[config.mk]
export PLATFORM = sky130hd
export DESIGN_NAME = elsm_front
export DESIGN_NICKNAME = d
export VERILOG_FILES = /design/src/hdl/elsm_pkg.sv /design/src/hdl/elsm_front.sv
export SDC_FILE = /design/constraint.sdc
export NUM_CORES = 1
export LEC_CHECK = 0
export BUFFER_PORTS_ARGS = -buffer_cell sky130_fd_sc_hd__buf_2
export CORE_ASPECT_RATIO = 2
export CORE_MARGIN = 2
export CORE_UTILIZATION = 55
export CTS_BUF_LIST = sky130_fd_sc_hd__clkbuf_2
export DETAILED_ROUTE_END_ITERATION = 8
export PLACE_DENSITY = 0.77
export SLEW_MARGIN = 15
export SYNTH_ARGS = -nofsm -noshare
export SYNTH_HDL_FRONTEND = slang
export SYNTH_SLANG_ARGS = --single-unit
[constraint.sdc]
create_clock -name clk -period 10.2 [get_ports clk]
set_input_delay 1.53 -clock clk [delete_from_list [all_inputs] [get_ports clk]]
set_output_delay 1.53 -clock clk [all_outputs]
set_load 0.02 [all_outputs]
[src/hdl/elsm_pkg.sv]
package elsm_pkg;

    localparam int LINE_MAX_DEF = 2048;
    localparam int PIX_W = 24;
    localparam int POSOUT_W = 11;
    localparam int CFG_IDX_W = 2;
    localparam int CFG_DATA_W = 12;
    localparam int OQ_DEPTH = 4;

    localparam logic [CFG_IDX_W-1:0] REG_WEIGHT = 2'd0;
    localparam logic [CFG_IDX_W-1:0] REG_THRESHOLD = 2'd1;
    localparam logic [CFG_IDX_W-1:0] REG_LENGTH = 2'd2;

    localparam logic [8:0] WEIGHT_RESET = 9'd154;
    localparam logic [7:0] THRESHOLD_RESET = 8'd100;
    localparam logic [11:0] LENGTH_RESET = 12'd640;

    typedef logic [PIX_W-1:0] pix_t;

    typedef struct packed {
        logic wr_en;
        logic rd_en;
        logic rd_first;
    } elsm_ctl_t;

    function automatic logic [8:0] eff_weight(input logic [8:0] w);
        logic [8:0] r;
        r = w;
        if (w < 9'd64)
        begin
            r = 9'd64;
        end
        else if (w > 9'd256)
        begin
            r = 9'd256;
        end
        return r;
    endfunction

    // Recursive step: if x, prev nonzero and |x - prev| < thr*256, state + w*(x - state)/256 rounded half up; else x.
    function automatic pix_t smooth_value(input pix_t x, input pix_t st, input pix_t prev,
                                          input logic [8:0] w, input logic [7:0] thr);
        pix_t d;
        logic signed [25:0] diff;
        logic signed [34:0] prod;
        logic signed [34:0] acc;
        pix_t y;
        d = (prev > x) ? (prev - x) : (x - prev);
        diff = $signed({2'b00, x}) - $signed({2'b00, st});
        prod = diff * $signed({1'b0, w});
        acc = $signed({3'b000, st, 8'h00}) + prod + 35'sd128;
        y = x;
        if ((x != '0) && (prev != '0) && (d < {8'h00, thr, 8'h00}))
        begin
            y = acc[31:8];
        end
        return y;
    endfunction

endpackage

[src/hdl/elsm_front.sv]
module elsm_front import elsm_pkg::*; #(
    parameter int LINE_MAX = LINE_MAX_DEF,
    parameter int POSW = $clog2(LINE_MAX),
    parameter int LENW = $clog2(LINE_MAX + 1),
    parameter int AW = $clog2(2 * LINE_MAX)
) (
    input  logic            clk,
    input  logic            rst_n,
    input  logic            accept,
    input  pix_t            depth_in,
    input  logic [8:0]      weight,
    input  logic [7:0]      threshold,
    input  logic [LENW-1:0] len,
    output elsm_ctl_t       ctl,
    output logic [AW-1:0]   wr_addr,
    output pix_t            wr_data,
    output logic [AW-1:0]   rd_addr,
    output logic [POSW-1:0] rd_pos
);

    pix_t            fst_reg, fst_next;
    pix_t            fprev_reg, fprev_next;
    logic [POSW-1:0] wp_reg, wp_next;
    logic            bank_reg, bank_next;
    logic            ready_reg, ready_next;
    logic [POSW-1:0] pos;
    pix_t            fwd;

    always_comb
    begin
        pos = wp_reg;
        if (32'(wp_reg) >= 32'(len))
        begin
            pos = POSW'(len - LENW'(1));
        end
        rd_pos = POSW'(len - LENW'(1)) - pos;
        fwd = (pos == '0) ? depth_in
            : smooth_value(depth_in, fst_reg, fprev_reg, weight, threshold);
        wr_data = fwd;
        wr_addr = bank_reg ? AW'(32'(pos) + LINE_MAX) : AW'(pos);
        rd_addr = bank_reg ? AW'(rd_pos) : AW'(32'(rd_pos) + LINE_MAX);
        ctl.wr_en = accept;
        ctl.rd_en = accept & ready_reg;
        ctl.rd_first = (pos == '0);

        fst_next = fst_reg;
        fprev_next = fprev_reg;
        wp_next = wp_reg;
        bank_next = bank_reg;
        ready_next = ready_reg;
        if (accept)
        begin
            fprev_next = depth_in;
            if ((pos == '0) || (depth_in != '0))
            begin
                fst_next = fwd;
            end
            if ((32'(pos) + 1) >= 32'(len))
            begin
                wp_next = '0;
                bank_next = ~bank_reg;
                ready_next = 1'b1;
            end
            else
            begin
                wp_next = pos + POSW'(1);
            end
        end
    end

    always_ff @(posedge clk or negedge rst_n)
    begin
        if (!rst_n)
        begin
            fst_reg <= '0;
            fprev_reg <= '0;
            wp_reg <= '0;
            bank_reg <= 1'b0;
            ready_reg <= 1'b0;
        end
        else
        begin
            fst_reg <= fst_next;
            fprev_reg <= fprev_next;
            wp_reg <= wp_next;
            bank_reg <= bank_next;
            ready_reg <= ready_next;
        end
    end

endmodule

==> reports/results.ini <==
[place]
port_buffers = 117
hpwlAfterDp_um = 40940
postPlaceCellArea_um2 = 17920
dp.cells = 2545
gp_congestion = 0.9820

[cells_and_area]
utilization_pct = 67.57
layout-drive-gt1-share_pct = 22.75
final_cell_mix = inv_1 (344), buf_4 (219), nand2_1 (205)
post-route-cell-area_um2 = 19050
final_nets = 2667
final_common_cell = inv_1
final_cells = 2595
area_growth_pct = 21.05

[global_routing]
grt-ovfl-total = 0
grt_usage_pct = 34.21
antenna_found_initial = 3
grt_pass1_wl_um = 79800
first_global_vias = 16290
grt_max_degree = 65

[timing]
final.setup.worst_slack_ns = -0.3843
clock_skew_ns = 0.04050
period_share_pct = 103.8
fmax_mhz = 94.48
min_period_ns = 10.58
setup_viol = 12
rsz0062_at_grt = true
hold_violations = 0
worst_pin_slew_ns = 1.047
maxSlewViolCount = 0
slew_headroom_pct = 30.23

[worst_setup_path]
critPathKind = input port to output pin
r2r_slack_ns = 2.05
crit_arrival_ns = 9.05
cp-start-kind = input port
required_ns = 8.67
crit_fanout = 7
end_kind = output pin
cpMostUsedCell = buf_4
cp_slowest_cell = fa_1
r2r-start = fst_reg[3]
max_stage_delay_ns = 0.59
worstRegToRegCells = 34
regToRegEndpoint = fst_reg[20]

[worst_hold_path]
hold-path-cell-count = 1
whs_endpoint = ready_reg
hold_class = register to register
holdCritStartpoint = ready_reg

[drt]
drcViolationCount = 0
vias = 15390
dr.pass1.iters = 5
routed_via_density = 5.931
dr.first_iter.drc_count = 1060
ant_nets = 0
routed_wl_um = 50880
routedWlPerCell_um = 19.61

[synth]
synth-edff-count = 0
synth-seq-area-share_pct = 9.699
yosys_warnings = 0
avgSynthCellArea_um2 = 8.050
synthCells = 1955
syn-cell-area_um2 = 15740
async_reset_ff_share_pct = 100.0
synth_ff_type = dfrtp_1
syn_nets = 2390
synth_cell_types = 76
synth-seq-cells = 61

[floorplanning]
start_util_pct = 55.82
rows = 87
core_um2 = 28190
io_pins = 118
dieHeight_um = 243.2
die_area_um2 = 30060
die_w_um = 123.6

[clock_tree]
clk_latency_ns = 0.63
cts.path.max_buffers = 2
clkSinkCount = 61
cts_tree = built
htreeDepth = 3
clk_pin_slew_ns = 0.19
cts_buffers = 9
cts_root_buf = clkbuf_2

[run]
maxCapViolCount = 0

[run_status]
violations = negative setup slack
status = finished with violations

-- routing by layer --
| layer | routed length (um) | track usage (%) | vias to the layer above |
|---|---|---|---|
| li1 | - | - | 6936 |
| met1 | 17190 | 35.11 | 7588 |
| met2 | 27240 | 62.48 | 609 |
| met3 | 2141 | 4.088 | 257 |
| met4 | 4296 | 23.20 | 2 |
| met5 | 12 | 0 | - |
-- how the worst max path moves through the flow --
stage	startpoint	end	slack (ns)	cells after the start
after floorplan	depth_in[0]	wr_data[22]	0.01	31
after global placement	depth_in[0]	wr_data[22]	-0.51	37
after detailed placement	depth_in[0]	wr_data[22]	-0.66	33
after CTS	depth_in[0]	wr_data[21]	-0.13	33
after global routing	depth_in[0]	wr_data[22]	-0.68	39
final	depth_in[5]	wr_data[21]	-0.38	34
-- what timing repair did --
item,CTS,global route
setup buffers,19,15
cloned,0,0
pin swaps,92,66
hold buffers,0,0
endpoints found under the setup margin,14,16
endpoints found under the hold margin,0,0
resized for setup,102,78
-- stage by stage --
step           setup TNS, ns  setup WS, ns  hold slack (ns)
2_1_floorplan              0       0.01377           0.4252
3_3_place_gp          -3.310       -0.5148           0.4530
3_5_place_dp          -4.767       -0.6630           0.4514
4_1_cts              -0.3972       -0.1338           0.4942
5_1_grt               -6.583       -0.6799           0.5002
6_report              -2.609       -0.3843           0.4962
-- kinds of logic (layout without fill, tap and decap cells) --
| family | Yosys count | in the layout | synth area share, % |
|---|---|---|---|
| simple gates | 612 | 612 | 19.25 |
| mux | 10 | 10 | 0.6440 |
| fa+ha+maj | 379 | 379 | 39.58 |
| flops | 61 | 61 | 9.699 |
| compound gates | 367 | 367 | 14.78 |
| buf+inv | 435 | 717 | 10.90 |
| xor+xnor | 91 | 91 | 5.152 |
| other cells | 0 | 2 | 0 |
-- synthesized netlist by cell type (11+ instances only) --
library cell  instances  area share (%)
a211oi_1             12            0.57
a21o_1               29             1.4
a21oi_1              93             3.0
a31oi_1              29             1.2
and2_1               89             3.5
and3_1               12            0.48
buf_2                12            0.38
buf_4                14            0.67
clkbuf_1             44             1.0
dfrtp_1              61             9.7
fa_1                198              25
ha_1                181              14
inv_1               361             8.6
nand2_1             223             5.3
nand2b_1             26             1.0
nand3_1              44             1.4
nand4_1              26             1.0
nor2_1               90             2.1
nor2b_1              29             1.2
nor3_1               19            0.60
nor4_1               17            0.68
o211ai_1             15            0.72
o21a_1               14            0.67
o21ai_0              75             2.4
o21ai_1              18            0.57
o21ai_2              11            0.61
o22ai_1              12            0.48
or3_1                11            0.44
xnor2_1              64             3.6
xor2_1               26             1.4
-- cell type report --
class / count / area, um2
multi-input cells: 1459 / 13200
fillers: 2224 / 9143
repair buffers: 340 / 2385
flip-flops and latches: 61 / 1526
inverters: 361 / 1360
well taps: 356 / 445.4
clock inverters: 4 / 72.57
clock buffers: 12 / 60.06
diodes: 2 / 5.005
-- critical path, delay by kind of cell --
| family | cells | cell delay, ns |
|---|---|---|
| adders and majority gates | 7 | 3.02 |
| AOI/OAI and AO/OA | 8 | 1.58 |
| buffers and inverters | 11 | 1.39 |
| xor gates and xnor gates | 1 | 0.13 |
| and+or+nand+nor | 7 | 1.41 |
Power is left out: the tool's default activity adds up to more than one toggle a clock period on the data nets, which glitch-free logic cannot reach.
